[src/hw/rtl/u16u8_pkg.sv]
// u16u8_pkg: shared types and constants of the utf-16le to utf-8 transcoder
// depends on nothing; imported by every module of the block

package u16u8_pkg;

	localparam int unsigned BUDGET_W = 27;
	localparam logic [BUDGET_W-1:0] BUDGET_RESET = 27'h4000000;

	// code point of a joined surrogate pair is this base plus 20 payload bits
	localparam int unsigned CP_W = 21;
	localparam logic [CP_W-1:0] CP_SUPP_BASE = 21'h10000;

	// top six bits of a high and of a low surrogate unit
	localparam logic [5:0] HIGH_SURR_TAG = 6'b110110;
	localparam logic [5:0] LOW_SURR_TAG  = 6'b110111;

	localparam logic [7:0] LEAD1_MASK = 8'h00;
	localparam logic [7:0] LEAD2_MASK = 8'hc0;
	localparam logic [7:0] LEAD3_MASK = 8'he0;
	localparam logic [7:0] LEAD4_MASK = 8'hf0;
	localparam logic [7:0] CONT_MASK  = 8'h80;

	typedef enum logic [1:0] {
		ST_OK        = 2'd0,
		ST_MALFORMED = 2'd1,
		ST_BUDGET    = 2'd2
	} status_t;

	// everything one input word produces: up to four utf-8 bytes and a status
	typedef struct packed {
		logic [3:0][7:0] bytes;
		logic [2:0]      nbytes;
		logic            stat_v;
		status_t         stat;
	} results_t;

endpackage

[src/hw/rtl/utf16le_to_utf8_transcoder_top.sv]
// utf16le_to_utf8_transcoder_top: stream ports, budget register, assertions
// depends on u16u8_pkg, u16u8_dec and u16u8_seq
//
// usage
//   s_axis carries one utf-16le byte per word, low byte of each unit first;
//   tlast marks the final byte of a string. m_axis carries one result per word:
//   either a utf-8 byte or, after the last input byte of a string, its status
//   (ok, malformed, budget exceeded). m_axis tlast flags the final result that
//   one input word caused.
//   cfg writes the output byte budget per string; write it only while idle.
// timing
//   an input word is decoded in the cycle it is accepted into a result list
//   of up to five entries; its first result goes from the list register to
//   the output register and so onto m_axis. the sequencer sends one result
//   per cycle while m_axis is not stalled; a unit outside the surrogate range
//   causes up to three bytes, a completed surrogate pair four. a new word is
//   taken in the same cycle the last result of the previous list moves out.
// reset and stall
//   arst_n clears all string state, empties the result list and the output
//   register and restores the budget to 2^26 bytes. a stalled m_axis holds
//   its word; the list waits behind it and s_axis tready drops until the
//   list can drain.

module utf16le_to_utf8_transcoder_top (
	input  logic        clk,
	input  logic        arst_n,
	input  logic        s_axis_tvalid,
	output logic        s_axis_tready,
	input  logic [7:0]  s_axis_tdata,   // [7:0] data_byte
	input  logic        s_axis_tlast,   // string_end
	output logic        m_axis_tvalid,
	input  logic        m_axis_tready,
	output logic [7:0]  m_axis_tdata,   // [7:0] out_byte
	output logic [3:0]  m_axis_tuser,   // [0] byte_valid, [1] status_valid, [3:2] status
	output logic        m_axis_tlast,   // run_last
	input  logic        cfg_valid,
	output logic        cfg_ready,
	input  logic [26:0] cfg_data        // output_budget
);
	import u16u8_pkg::*;

	logic [BUDGET_W-1:0] budget_q;
	results_t            res;
	logic                in_accept;
	logic [1:0]          status;

	// the budget register takes a write in any cycle
	assign cfg_ready = 1'b1;

	always_ff @(posedge clk or negedge arst_n) begin
		if (!arst_n)
			budget_q <= BUDGET_RESET;
		else if (cfg_valid)
			budget_q <= cfg_data;
	end

	assign in_accept = s_axis_tvalid && s_axis_tready;

	// decode: string state plus the utf-8 encoding of the current unit
	u16u8_dec u_dec (
		.clk        (clk),
		.arst_n     (arst_n),
		.accept     (in_accept),
		.data_byte  (s_axis_tdata),
		.string_end (s_axis_tlast),
		.budget     (budget_q),
		.res        (res)
	);

	// result list register and output register
	u16u8_seq u_seq (
		.clk          (clk),
		.arst_n       (arst_n),
		.in_valid     (s_axis_tvalid),
		.in_ready     (s_axis_tready),
		.res          (res),
		.out_valid    (m_axis_tvalid),
		.out_ready    (m_axis_tready),
		.out_byte     (m_axis_tdata),
		.byte_valid   (m_axis_tuser[0]),
		.status_valid (m_axis_tuser[1]),
		.status       (status),
		.run_last     (m_axis_tlast)
	);

	assign m_axis_tuser[3:2] = status;

	// a status word always closes the run of its input word
	a_status_last: assert property (@(posedge clk) disable iff (!arst_n)
		m_axis_tvalid && m_axis_tuser[1] |-> m_axis_tlast)
		else $error("status word without tlast");

	// every word is exactly one of byte or status
	a_kind_onehot: assert property (@(posedge clk) disable iff (!arst_n)
		m_axis_tvalid |-> (m_axis_tuser[0] ^ m_axis_tuser[1]))
		else $error("output word kind not one-hot");

	// byte words carry ok status, status words carry a zero byte
	a_field_clean: assert property (@(posedge clk) disable iff (!arst_n)
		m_axis_tvalid |-> (m_axis_tuser[0] ? (m_axis_tuser[3:2] == ST_OK)
		                                   : (m_axis_tdata == 8'h00)))
		else $error("unused output field not zero");

	// the input side is never ready while the output is stalled with a full list
	a_stall_backpressure: assert property (@(posedge clk) disable iff (!arst_n)
		m_axis_tvalid && !m_axis_tready && $past(m_axis_tvalid && !m_axis_tready)
		&& $past(!s_axis_tready) |-> !s_axis_tready)
		else $error("input accepted while result list is blocked");

endmodule

[src/hw/rtl/u16u8_dec.sv]
// u16u8_dec: per-string state and single-pass decode of one input byte
// depends on u16u8_pkg; feeds the result list to u16u8_seq

module u16u8_dec (
	input  logic                             clk,
	input  logic                             arst_n,
	input  logic                             accept,
	input  logic [7:0]                       data_byte,
	input  logic                             string_end,
	input  logic [u16u8_pkg::BUDGET_W-1:0]   budget,
	output u16u8_pkg::results_t              res
);
	import u16u8_pkg::*;

	logic [7:0]          hold_q, hold_d;
	logic                odd_q, odd_d;
	logic [9:0]          hsb_q, hsb_d;
	logic                pend_q, pend_d;
	logic [BUDGET_W-1:0] prod_q, prod_d;
	status_t             err_q, err_d;

	logic [15:0]         unit;
	logic                is_high, is_low;
	logic                emit;
	logic [CP_W-1:0]     cp;
	logic [2:0]          width;
	logic [BUDGET_W-1:0] remaining;
	logic                refuse;
	logic [3:0][7:0]     enc;

	assign unit    = {data_byte, hold_q};
	assign is_high = (unit[15:10] == HIGH_SURR_TAG);
	assign is_low  = (unit[15:10] == LOW_SURR_TAG);

	// code unit assembly and surrogate pairing
	always_comb begin
		emit = 1'b0;
		cp   = '0;
		if (odd_q && err_q == ST_OK) begin
			if (pend_q) begin
				if (is_low) begin
					emit = 1'b1;
					cp   = CP_SUPP_BASE + {1'b0, hsb_q, unit[9:0]};
				end
			end else if (!is_high && !is_low) begin
				emit = 1'b1;
				cp   = {{(CP_W-16){1'b0}}, unit};
			end
		end
	end

	always_comb begin
		if (cp[CP_W-1:7] == '0)
			width = 3'd1;
		else if (cp[CP_W-1:11] == '0)
			width = 3'd2;
		else if (cp[CP_W-1:16] == '0)
			width = 3'd3;
		else
			width = 3'd4;
	end

	assign remaining = budget - prod_q;
	assign refuse    = (prod_q > budget) || ({{(BUDGET_W-3){1'b0}}, width} > remaining);

	always_comb begin
		enc = '0;
		unique case (width)
			3'd1: begin
				enc[0] = LEAD1_MASK | {1'b0, cp[6:0]};
			end
			3'd2: begin
				enc[0] = LEAD2_MASK | {3'b000, cp[10:6]};
				enc[1] = CONT_MASK | {2'b00, cp[5:0]};
			end
			3'd3: begin
				enc[0] = LEAD3_MASK | {4'b0000, cp[15:12]};
				enc[1] = CONT_MASK | {2'b00, cp[11:6]};
				enc[2] = CONT_MASK | {2'b00, cp[5:0]};
			end
			default: begin
				enc[0] = LEAD4_MASK | {5'b00000, cp[20:18]};
				enc[1] = CONT_MASK | {2'b00, cp[17:12]};
				enc[2] = CONT_MASK | {2'b00, cp[11:6]};
				enc[3] = CONT_MASK | {2'b00, cp[5:0]};
			end
		endcase
	end

	// next string state and the result list
	always_comb begin
		hold_d     = hold_q;
		odd_d      = odd_q;
		hsb_d      = hsb_q;
		pend_d     = pend_q;
		prod_d     = prod_q;
		err_d      = err_q;
		res.bytes  = enc;
		res.nbytes = 3'd0;
		res.stat_v = string_end;
		res.stat   = ST_OK;

		if (!odd_q) begin
			hold_d = data_byte;
			odd_d  = 1'b1;
		end else begin
			odd_d = 1'b0;
			if (err_q == ST_OK) begin
				if (pend_q) begin
					pend_d = 1'b0;
					if (!is_low)
						err_d = ST_MALFORMED;
				end else if (is_high) begin
					hsb_d  = unit[9:0];
					pend_d = 1'b1;
				end else if (is_low) begin
					err_d = ST_MALFORMED;
				end
			end
		end

		if (emit) begin
			if (refuse) begin
				err_d = ST_BUDGET;
			end else begin
				res.nbytes = width;
				prod_d     = prod_q + {{(BUDGET_W-3){1'b0}}, width};
			end
		end

		// odd length wins over everything, a dangling high surrogate only over ok
		if (odd_d)
			res.stat = ST_MALFORMED;
		else if (err_d == ST_OK && pend_d)
			res.stat = ST_MALFORMED;
		else
			res.stat = err_d;

		if (string_end) begin
			hold_d = '0;
			odd_d  = 1'b0;
			hsb_d  = '0;
			pend_d = 1'b0;
			prod_d = '0;
			err_d  = ST_OK;
		end
	end

	always_ff @(posedge clk or negedge arst_n) begin
		if (!arst_n) begin
			hold_q <= '0;
			odd_q  <= 1'b0;
			hsb_q  <= '0;
			pend_q <= 1'b0;
			prod_q <= '0;
			err_q  <= ST_OK;
		end else if (accept) begin
			hold_q <= hold_d;
			odd_q  <= odd_d;
			hsb_q  <= hsb_d;
			pend_q <= pend_d;
			prod_q <= prod_d;
			err_q  <= err_d;
		end
	end

endmodule

[src/hw/rtl/u16u8_seq.sv]
// u16u8_seq: holds one word's result list, sends one per cycle while not stalled
// depends on u16u8_pkg; driven by u16u8_dec

module u16u8_seq (
	input  logic                clk,
	input  logic                arst_n,
	input  logic                in_valid,
	output logic                in_ready,
	input  u16u8_pkg::results_t res,
	output logic                out_valid,
	input  logic                out_ready,
	output logic [7:0]          out_byte,
	output logic                byte_valid,
	output logic                status_valid,
	output logic [1:0]          status,
	output logic                run_last
);
	import u16u8_pkg::*;

	results_t   list_s1;
	logic       list_valid_s1;
	logic [2:0] idx_q;
	logic [2:0] total;
	logic       out_free, is_last, step, load;
	logic       sel_byte;

	assign total    = list_s1.nbytes + {2'b00, list_s1.stat_v};
	assign out_free = !out_valid || out_ready;
	assign is_last  = (idx_q == total - 3'd1);
	assign step     = list_valid_s1 && out_free;
	assign in_ready = !list_valid_s1 || (step && is_last);
	assign load     = in_valid && in_ready && ((res.nbytes != 3'd0) || res.stat_v);
	assign sel_byte = (idx_q < list_s1.nbytes);

	always_ff @(posedge clk or negedge arst_n) begin
		if (!arst_n) begin
			list_valid_s1 <= 1'b0;
			idx_q         <= '0;
		end else if (load) begin
			list_valid_s1 <= 1'b1;
			idx_q         <= '0;
		end else if (step) begin
			if (is_last) begin
				list_valid_s1 <= 1'b0;
				idx_q         <= '0;
			end else begin
				idx_q <= idx_q + 3'd1;
			end
		end
	end

	always_ff @(posedge clk) begin
		if (load)
			list_s1 <= res;
	end

	always_ff @(posedge clk or negedge arst_n) begin
		if (!arst_n)
			out_valid <= 1'b0;
		else if (out_free)
			out_valid <= list_valid_s1;
	end

	always_ff @(posedge clk) begin
		if (step) begin
			out_byte     <= sel_byte ? list_s1.bytes[idx_q[1:0]] : 8'h00;
			byte_valid   <= sel_byte;
			status_valid <= !sel_byte;
			status       <= sel_byte ? ST_OK : list_s1.stat;
			run_last     <= is_last;
		end
	end

endmodule
[config.mk]
export PLATFORM = sky130hd
export DESIGN_NAME = utf16le_to_utf8_transcoder_top
export DESIGN_NICKNAME = d
export VERILOG_FILES = /design/src/hw/rtl/u16u8_pkg.sv /design/src/hw/rtl/utf16le_to_utf8_transcoder_top.sv /design/src/hw/rtl/u16u8_dec.sv /design/src/hw/rtl/u16u8_seq.sv
export SDC_FILE = /design/constraint.sdc
export NUM_CORES = 1
export LEC_CHECK = 0
export ABC_AREA = 1
export BUFFER_PORTS_ARGS = -buffer_cell sky130_fd_sc_hd__buf_4
export CELL_PAD_IN_SITES_DETAIL_PLACEMENT = 0
export CELL_PAD_IN_SITES_GLOBAL_PLACEMENT = 1
export CORE_UTILIZATION = 45
export CTS_CLUSTER_DIAMETER = 80
export CTS_CLUSTER_SIZE = 30
export DETAILED_ROUTE_END_ITERATION = 12
export PLACE_DENSITY = 0.91
export SETUP_SLACK_MARGIN = 0.3
export SLEW_MARGIN = 20
export SYNTH_ARGS = -nofsm -noshare
export SYNTH_HDL_FRONTEND = slang
export SYNTH_HIERARCHICAL = 1
export SYNTH_SLANG_ARGS = --single-unit
[constraint.sdc]
create_clock -name clk -period 6.2 [get_ports clk]
set_clock_uncertainty 0.1 [all_clocks]
set_input_delay 0.93 -clock clk [delete_from_list [all_inputs] [get_ports clk]]
set_output_delay 0.93 -clock clk [all_outputs]
set_load 0.005 [all_outputs]
==> flow_metrics.tcl, run 1 <==
set metrics [dict create \
    htreeDepth 4 \
    n_fill_cell 1981 \
    drt_iter0_drc 581 \
    syn-cell-area_um2 9310 \
    worst_slack_ns 1.27 \
    dp.cells 1633 \
    drv_slew 0 \
    fp.dieW_um 146 \
    ys.flop_type "dfrtp_1" \
    cts_tree "done" \
    grt_max_degree 76 \
    routed_wl_um 24100 \
    status "finished, final reports clean" \
    yosysWarnings 6 \
    core_area_um2 20200 \
    critPathLaunchType "input port" \
    die_height_um 146 \
    clkPwrFrac_pct 24.4 \
    clockBufferDepth 2 \
    cts-root-buf "clkbuf_16" \
    p_switching_uw 1770 \
    clk_latency_ns 0.43 \
    post_cts_buffers 0 \
    p_seq_share_pct 31.4 \
    hold_buffers 0 \
    final_nets 1464 \
    synth_seq_cells 132 \
    grt_overflow 0 \
    grt_use_total_pct 23.7 \
    ys_seq_area_share_pct 38.2 \
    p_int_uw 2330 \
    io_pins 57 \
    synth_mux_area_share_pct 0 \
    end_kind "flop" \
    syn_to_final_growth_pct 12.6 \
    required_ns 6.17 \
    synth.top_cells.by_area "dfrtp_1 21%, nand2_1 17%, edfxtp_1 16%" \
    die_area_um2 21300 \
    ant_nets 0 \
    synth_edf_count 51 \
    netlist.area_leader.share_pct 21.5 \
    drive_gt1_share_pct 9.82 \
    whs_ns 0.206 \
    synth_top_family_by_area "simple AND/OR/NAND/NOR gates" \
    finalHoldViolCount 0 \
    synth_fa_ha_area_share_pct 5.67 \
    port_buffers 55 \
    grt_pass1_wl_um 40000 \
    min_period_ns 4.93 \
    dp_hpwl_um 18500 \
    peakVddDrop_v 0.000218 \
    cts_made_buffers 17 \
    ys_types 49 \
    worstPathMaxFanout 38 \
    worstMarginPinSlew_ns 0.873 \
    drc 0 \
    yosys.area_share.simple_pct 35.1 \
    slowest_delay_ns 0.39 \
    slowest_stage "nor2_2" \
    path_clk_slew_ns 0.06 \
    hp-class "in2async" \
    combPwrFrac_pct 44.3 \
    pre_cts_ws_ns 0.912 \
    grt_pass1_vias 7984 \
    yosysTopAreaCell "dfrtp_1" \
    path_class "in2reg" \
    r2r_cells 30 \
    maxCapViolCount 0 \
    antennaDiodeCount 0 \
    arrival_ns 4.89 \
    power_density_nw_per_um2 391 \
    firstDrtPassIters 6 \
    worst_slew_margin_rel_pct 41.8 \
    synth_xor_area_share_pct 2.45 \
    vias 8423 \
    period_share_pct 79.4 \
    post_drt_wl_per_cell_um 14.5 \
    utilization_pct 51.8 \
    p_leak_uw 0.00532 \
    antenna_found_initial 0 \
    syn-mean-instance-area_um2 7.00 \
    rsz0062_at_grt "false" \
    gp_congestion 0.886 \
    num_rows 52 \
    async_flop_share_pct 61.4 \
    synth_compound_area_share_pct 7.19 \
    stdcell_count 1665 \
    fin_setup_tns_ns 0 \
    power_switching_share_pct 43.2 \
    cts.repair.resized 0 \
    initial_core_util_pct 46.0 \
    vias_per_cell 5.06 \
    synth_cells 1330 \
    cts_sinks 132 \
    setup_viol_count_final 0 \
    timing.fmax_mhz 203 \
]
-- layer usage --
layer | part of all wire, % | track usage (%) | wire (µm) | up-vias
met3 | 5.8 | 4.83 | 1390 | 23
li1 | - | - | - | 4325
met1 | 50 | 33.5 | 11900 | 3828
met4 | 1.2 | 6.37 | 290 | 0
met5 | 0 | 0 | 0 | -
met2 | 44 | 36.9 | 10500 | 247
-- critical path, delay by kind of cell --
family                   cells  cell delay [ns]
AO/OA/AOI/OAI                1             0.17
adder cells (fa/ha/maj)      1             0.33
buffers and inverters        5             0.63
AND/OR/NAND/NOR             24             2.81
-- synth_stat cells, types with 10 or more instances --
cell type / number
nand3_1: 89
nand2_1: 432
inv_1: 211
nor2_1: 154
xor2_1: 24
edfxtp_1: 51
nor3_1: 20
inv_2: 10
a21oi_1: 35
o21ai_0: 36
dfrtp_1: 80
o22ai_1: 19
ha_1: 39
nand4_1: 25
nand2_2: 11
-- cell families (layout without fill, tap and decap cells) --
kind of cell / Yosys count / count (layout)
other cells: 2 / 4
buf+inv: 251 / 314
fa+ha+maj: 41 / 41
xor+xnor: 26 / 26
flops: 132 / 132
simple gates: 763 / 763
compound gates: 115 / 115
-- layout by cell type (no fill, tap or decap), drive strengths merged, types with 2 or more instances in the layout --
cell / count
nand2: 448
a21oi: 36
nor4: 5
o41ai: 3
fa: 2
o21ai: 38
clkbuf: 17
clkinv: 4
nand3b: 3
buf: 60
inv: 231
nand3: 93
o211ai: 8
nor3: 22
xor2: 24
a31oi: 5
and2: 5
nand4: 26
conb: 4
a211oi: 2
a22oi: 2
o22ai: 19
dfrtp: 80
xnor2: 2
nor2: 160
ha: 39
edfxtp: 51
-- power groups by stage --
stage          combinational (µW)  clock [µW]  sequential [µW]
2_1_floorplan                1340           0             1270
3_3_place_gp                 1770           0             1290
3_5_place_dp                 1790           0             1300
4_1_cts                      1810        1020             1290
5_1_grt                      2050        1050             1310
6_report                     1810        1000             1290
-- final cells by class --
type	count	area (µm²)	share of cell area (%)
timing repair buffer	60	454	4.33
clock buffer	17	425	4.06
tap	270	338	3.22
sequential	132	3560	33.9
inverter	222	841	8.02
multi-input combinational	949	4700	44.9
clock inverter	15	164	1.56
-- flip-flops by register name, summed over array words and instances, names as in the netlist, 2 cells and up --
register,cells
budget_q,27
u_seq/list_s1,38
u_dec/prod_q,27
u_dec/hsb_q,10
u_seq/out_byte,8
u_seq/idx_q,3
u_seq/status,2
u_dec/hold_q,8
u_dec/err_q,2
-- path summary, 6_finish.rpt --
check	from	to	slack (ns)
hold / removal	arst_n	budget_q[11]	0.21
setup reg to reg	u_dec/hsb_q[8]	u_seq/list_s1[34]	1.38
min in group clk	budget_q[0]	budget_q[0]	0.38
hold reg to reg	budget_q[0]	budget_q[0]	0.38
setup / recovery	s_axis_tdata[4]	u_seq/list_s1[34]	1.27
max in group asynchronous	arst_n	u_dec/hold_q[6]	4.89
-- stage by stage --
stage	cell area [µm²]	total power (µW)
after floorplan	9320	2610
after global placement	9890	3070
after detailed placement	9890	3090
after CTS	10500	4110
after global routing	10500	4410
final	10500	4100
Power figures use the tool's default switching activity.
==> inputs of run 2 (changes only) <==
==> constraint.sdc (replaced) <==
create_clock -name clk -period 4.9 [get_ports clk]
set_clock_uncertainty 0.1 [all_clocks]
set_input_delay 0.735 -clock clk [delete_from_list [all_inputs] [get_ports clk]]
set_output_delay 0.735 -clock clk [all_outputs]
set_load 0.005 [all_outputs]
==> run 2 against run 1 <==
Sequential cell count unchanged. Non-clock buffer count increased by 4. Sequential share of layout area decreased by 0.51 points. Combinational power increased by 33%. Die area unchanged. Highest routed layer unchanged. Largest power group unchanged. Power increased by 33%. Routed wire length increased by 4.0%. Setup slack got worse by 0.61 ns. Via count increased by 1.1%.
==> flow_metrics.tcl, run 2 (synthesis results as in run 1) <==
set metrics [dict create \
    status "finished, final reports clean" \
    grt_use_total_pct 24.5 \
    firstDrtPassIters 6 \
    finalHoldViolCount 0 \
    core_area_um2 20200 \
    port_buffers 55 \
    p_leak_uw 0.00537 \
    crit_top_cell "nor2_1" \
    cts_sinks 132 \
    p_switching_uw 2370 \
    grt_pass1_wl_um 41100 \
    arrival_ns 4.32 \
    combPwrFrac_pct 44.1 \
    die_area_um2 21300 \
    fin_setup_tns_ns 0 \
    cp-startpoint "s_axis_tdata[5]" \
    post_drt_wl_per_cell_um 15.0 \
    dp_hpwl_um 18900 \
    clkPwrFrac_pct 25.3 \
    clockBufferDepth 2 \
    grt_pass1_vias 8001 \
    p_seq_share_pct 30.5 \
    gp_congestion 0.912 \
    utilization_pct 52.6 \
    die_height_um 146 \
    drc 0 \
    io_pins 57 \
    setup_viol_count_final 0 \
    hold_buffers 0 \
    drv_slew 0 \
    critPathLaunchType "input port" \
    cts-root-buf "clkbuf_16" \
    num_rows 52 \
    peakVddDrop_v 0.000310 \
    top_register "u_seq/list_s1" \
    hp-class "in2async" \
    routed_wl_um 25000 \
    htreeDepth 4 \
    syn_to_final_growth_pct 14.3 \
    slowest_stage "ha_1" \
    vias 8519 \
    top_regs "u_seq/list_s1: 38 flops, budget_q: 27 flops, u_dec/prod_q: 27 flops" \
    p_int_uw 3070 \
    power_switching_share_pct 43.5 \
    layout_commonest_cell "nand2_1" \
    drt_iter0_drc 743 \
    maxCapViolCount 0 \
    clk_latency_ns 0.43 \
    min_period_ns 4.23 \
    required_ns 4.98 \
    period_share_pct 86.4 \
    final_nets 1468 \
    initial_core_util_pct 46.0 \
    reg2reg_from "u_dec/hsb_q[8]" \
    antenna_found_initial 0 \
    rsz0062_at_grt "false" \
    antennaDiodeCount 0 \
    cts_tree "done" \
    timing.fmax_mhz 236 \
    slowest_delay_ns 0.30 \
    vias_per_cell 5.10 \
    cts_made_buffers 17 \
    worstPathMaxFanout 19 \
    drive_gt1_share_pct 10.9 \
    grt_max_degree 47 \
    largest_reg_flops 38 \
    grt_overflow 0 \
    worst_slew_margin_rel_pct 40.6 \
    path_class "in2reg" \
    path_clk_slew_ns 0.07 \
    end_kind "flop" \
    power_density_nw_per_um2 511 \
    fp.dieW_um 146 \
    worstMarginPinSlew_ns 0.891 \
    final_cell_mix "431 x nand2_1, 209 x inv_1, 154 x nor2_1" \
    ant_nets 0 \
]
run 2: cell count changes in the layout (fill, tap and decap cells not counted), sizes merged:
cell,delta
clkinvlp,+1
buf,+3
bufinv,+1
clkinv,-2
clkbuf,+1
run 2: path summary, 6_finish.rpt:
path	cells after the start	endpoint	slack, ns
hold reg to reg	2	budget_q[26]	0.38
max in group asynchronous	2	u_dec/pend_q	3.53
min in group clk	2	budget_q[26]	0.38
hold / removal	1	budget_q[12]	0.22
setup / recovery	30	u_seq/list_s1[2]	0.67
setup reg to reg	30	u_seq/list_s1[2]	0.67
run 2: worst max-delay path, delay by kind of cell:
| family | cells | cell delay [ns] |
|---|---|---|
| and+or+nand+nor | 23 | 2.47 |
| buffers and inverters | 4 | 0.53 |
| adders and majority gates | 1 | 0.30 |
| AOI/OAI and AO/OA | 2 | 0.27 |
run 2: timing repair:
| item | 4_1_cts | 5_1_grt |
|---|---|---|
| setup endpoints to repair | 0 | 46 |
| hold endpoints to repair | 0 | 0 |
| setup buffers | 0 | 0 |
| resized for setup | 0 | 14 |
run 2: routing by layer:
metal	wire length (µm)	track usage [%]
met1	12100	35.4
met2	11200	37.3
met3	1390	4.17
met4	379	7.26
met5	0	0
run 2: final cells by class:
class                           count  area (µm²)
Inverter                          222         850
Sequential cell                   132        3560
Fill cell                        1984        9590
Timing Repair Buffer               64         510
Clock buffer                       17         425
Multi-Input combinational cell    949        4760
Tap cell                          270         338
Clock inverter                     15         205
run 2: metrics by stage:
step / setup WS [ns] / cell area (µm²) / std cells / power [µW] / hold WS [ns]
global placement: 0.217 / 9940 / 1636 / 3980 / 0.358
finish: 0.668 / 10600 / 1669 / 5440 / 0.216
detailed placement: 0.175 / 9940 / 1636 / 3990 / 0.365
floorplan: 0.350 / 9330 / 1332 / 3310 / 0.339
global route: 0.297 / 10600 / 1669 / 5840 / 0.256
CTS: 0.500 / 10600 / 1668 / 5400 / 0.236
run 2: power groups by stage:
stage          Combinational [µW]  Clock, µW  Sequential (µW)
2_1_floorplan                1710          0             1610
3_3_place_gp                 2310          0             1670
3_5_place_dp                 2320          0             1670
4_1_cts                      2340       1400             1650
5_1_grt                      2690       1450             1690
6_report                     2400       1380             1660
==> inputs of run 3 (changes only) <==
--- a/config.mk
+++ b/config.mk
@@ -13,7 +13,7 @@
 export CTS_CLUSTER_DIAMETER = 80
 export CTS_CLUSTER_SIZE = 30
 export DETAILED_ROUTE_END_ITERATION = 12
-export PLACE_DENSITY = 0.91
+export PLACE_DENSITY_LB_ADDON = 0.08
 export SETUP_SLACK_MARGIN = 0.3
 export SLEW_MARGIN = 20
 export SYNTH_ARGS = -nofsm -noshare
==> run 3 against run 2 <==
Clock-buffer cell count grew 2. Non-clock buffer count is 5 higher. Combinational power hardly changed. Cell count is 0.30% higher. Largest power group unchanged. Clock power is 5% lower. Worst hold slack got worse by 0.045 ns. Die area unchanged. Sequential power about the same. Routed wire length rose by 4.9%. Maximum frequency fell by 0.80%.
==> flow_metrics.tcl, run 3 (synthesis results as in run 1) <==
set metrics [dict create \
    largest_reg_flops 38 \
    slowest_delay_ns 0.31 \
    hold_buffers 0 \
    place_area_um2 9940 \
    syn_to_final_growth_pct 14.4 \
    ant_nets 0 \
    clk_latency_ns 0.43 \
    peakVddDrop_v 0.000299 \
    power.total_uw 5380 \
    min_period_ns 4.27 \
    finalHoldViolCount 0 \
    critPathLaunchType "input port" \
    crit_family "simple AND/OR/NAND/NOR gates" \
    port_buffers 55 \
    dp_hpwl_um 20400 \
    drc 0 \
    routed_wl_um 26200 \
    cts_sinks 132 \
    vias_per_cell 4.98 \
    gp_congestion 0.878 \
    grt_max_degree 46 \
    p_leak_uw 0.00536 \
    clockBufferDepth 2 \
    maxCapViolCount 0 \
    layout_commonest_cell "nand2_1" \
    slowest_stage "nor3_2" \
    grt_pass1_wl_um 41900 \
    worstMarginPinSlew_ns 0.969 \
    cts-root-buf "clkbuf_16" \
    firstDrtPassIters 7 \
    period_share_pct 87.1 \
    timing.fmax_mhz 234 \
    fin_setup_tns_ns 0 \
    crit_top_cell "nor2_1" \
    cts_tree "done" \
    final_nets 1473 \
    fp.dieW_um 146 \
    n_fill_cell 2109 \
    io_pins 57 \
    antennaDiodeCount 0 \
    rsz0062_at_grt "false" \
    end_kind "flop" \
    grt_use_total_pct 25.4 \
    status "finished, final reports clean" \
    die_height_um 146 \
    grt_pass1_vias 7945 \
    drive_gt1_share_pct 11.0 \
    setup_viol_count_final 0 \
    cts_made_buffers 17 \
    path_clk_slew_ns 0.06 \
    drt_iter0_drc 503 \
    required_ns 4.97 \
    post_drt_wl_per_cell_um 15.7 \
    top_regs "u_seq/list_s1: 38 flops, budget_q: 27 flops, u_dec/prod_q: 27 flops" \
    finalInstanceArea_um2 10700 \
    vias 8343 \
    path_class "in2reg" \
    die_area_um2 21300 \
    final_cell_mix "430 x nand2_1, 209 x inv_1, 154 x nor2_1" \
    arrival_ns 4.34 \
    initial_core_util_pct 46.0 \
    htreeDepth 4 \
    hp-class "in2async" \
    core_area_um2 20200 \
    worstPathMaxFanout 19 \
    top_register "u_seq/list_s1" \
    antenna_found_initial 0 \
    num_rows 52 \
    drv_slew 0 \
    grt_overflow 0 \
    worst-path-buf-inv 6 \
    worst_slew_margin_rel_pct 35.4 \
    power_density_nw_per_um2 505 \
]
-- run 3: changes by cell type in the layout (fill, tap and decap cells not counted), sizes merged --
cell      delta
clkinv       +5
bufinv       +1
buf          +5
inv         -10
clkinvlp     +2
clkbuf       +2
-- run 3: layout make-up --
type / instances / area [µm²] / area share (%)
inverter: 222 / 847 / 7.95
sequential: 132 / 3560 / 33.4
timing repair buffer: 69 / 548 / 5.14
clock buffer: 19 / 433 / 4.06
multi-input combinational: 949 / 4770 / 44.7
clock inverter: 13 / 160 / 1.50
tap: 270 / 338 / 3.17
-- run 3: worst paths after layout --
check	start	end	slack, ns	depth (start not counted)
min in group clk	budget_q[22]	budget_q[22]	0.38	2
worst min register to register	budget_q[22]	budget_q[22]	0.38	2
worst max register to register	u_dec/hsb_q[6]	u_seq/list_s1[11]	0.69	29
worst max-delay path	s_axis_tdata[4]	u_seq/list_s1[11]	0.63	31
max in group asynchronous	arst_n	budget_q[20]	3.53	2
worst min-delay path	arst_n	u_dec/hsb_q[4]	0.17	1
-- run 3: through the flow --
stage          utilization [%]  hold slack [ns]  cells  setup slack (ns)
2_1_floorplan                -            0.339   1332             0.350
3_3_place_gp              49.1            0.362   1636             0.275
3_5_place_dp              49.1            0.365   1636             0.242
4_1_cts                   52.0            0.182   1668             0.543
5_1_grt                   52.7            0.202   1674             0.305
6_report                  52.7            0.170   1674             0.634
-- run 3: what timing repair did --
| action | 4_1_cts | 5_1_grt |
|---|---|---|
| endpoints found under the hold margin | 0 | 0 |
| setup buffers | 0 | 5 |
| endpoints found under the setup margin | 0 | 56 |
| resized for setup | 0 | 14 |
-- run 3: per-layer routing --
| metal | vias to the layer above | GRT usage, % | wire (µm) |
|---|---|---|---|
| li1 | 4344 | - | - |
| met1 | 3772 | 32.7 | 12000 |
| met2 | 187 | 43.0 | 12600 |
| met3 | 40 | 3.04 | 903 |
| met4 | 0 | 10.9 | 801 |
| met5 | - | 0 | 0 |
-- run 3: where the power goes --
part / switching (µW) / total [µW] / internal, µW
clock network: 508 / 1310 / 798
logic: 1590 / 2420 / 836
registers: 176 / 1650 / 1480
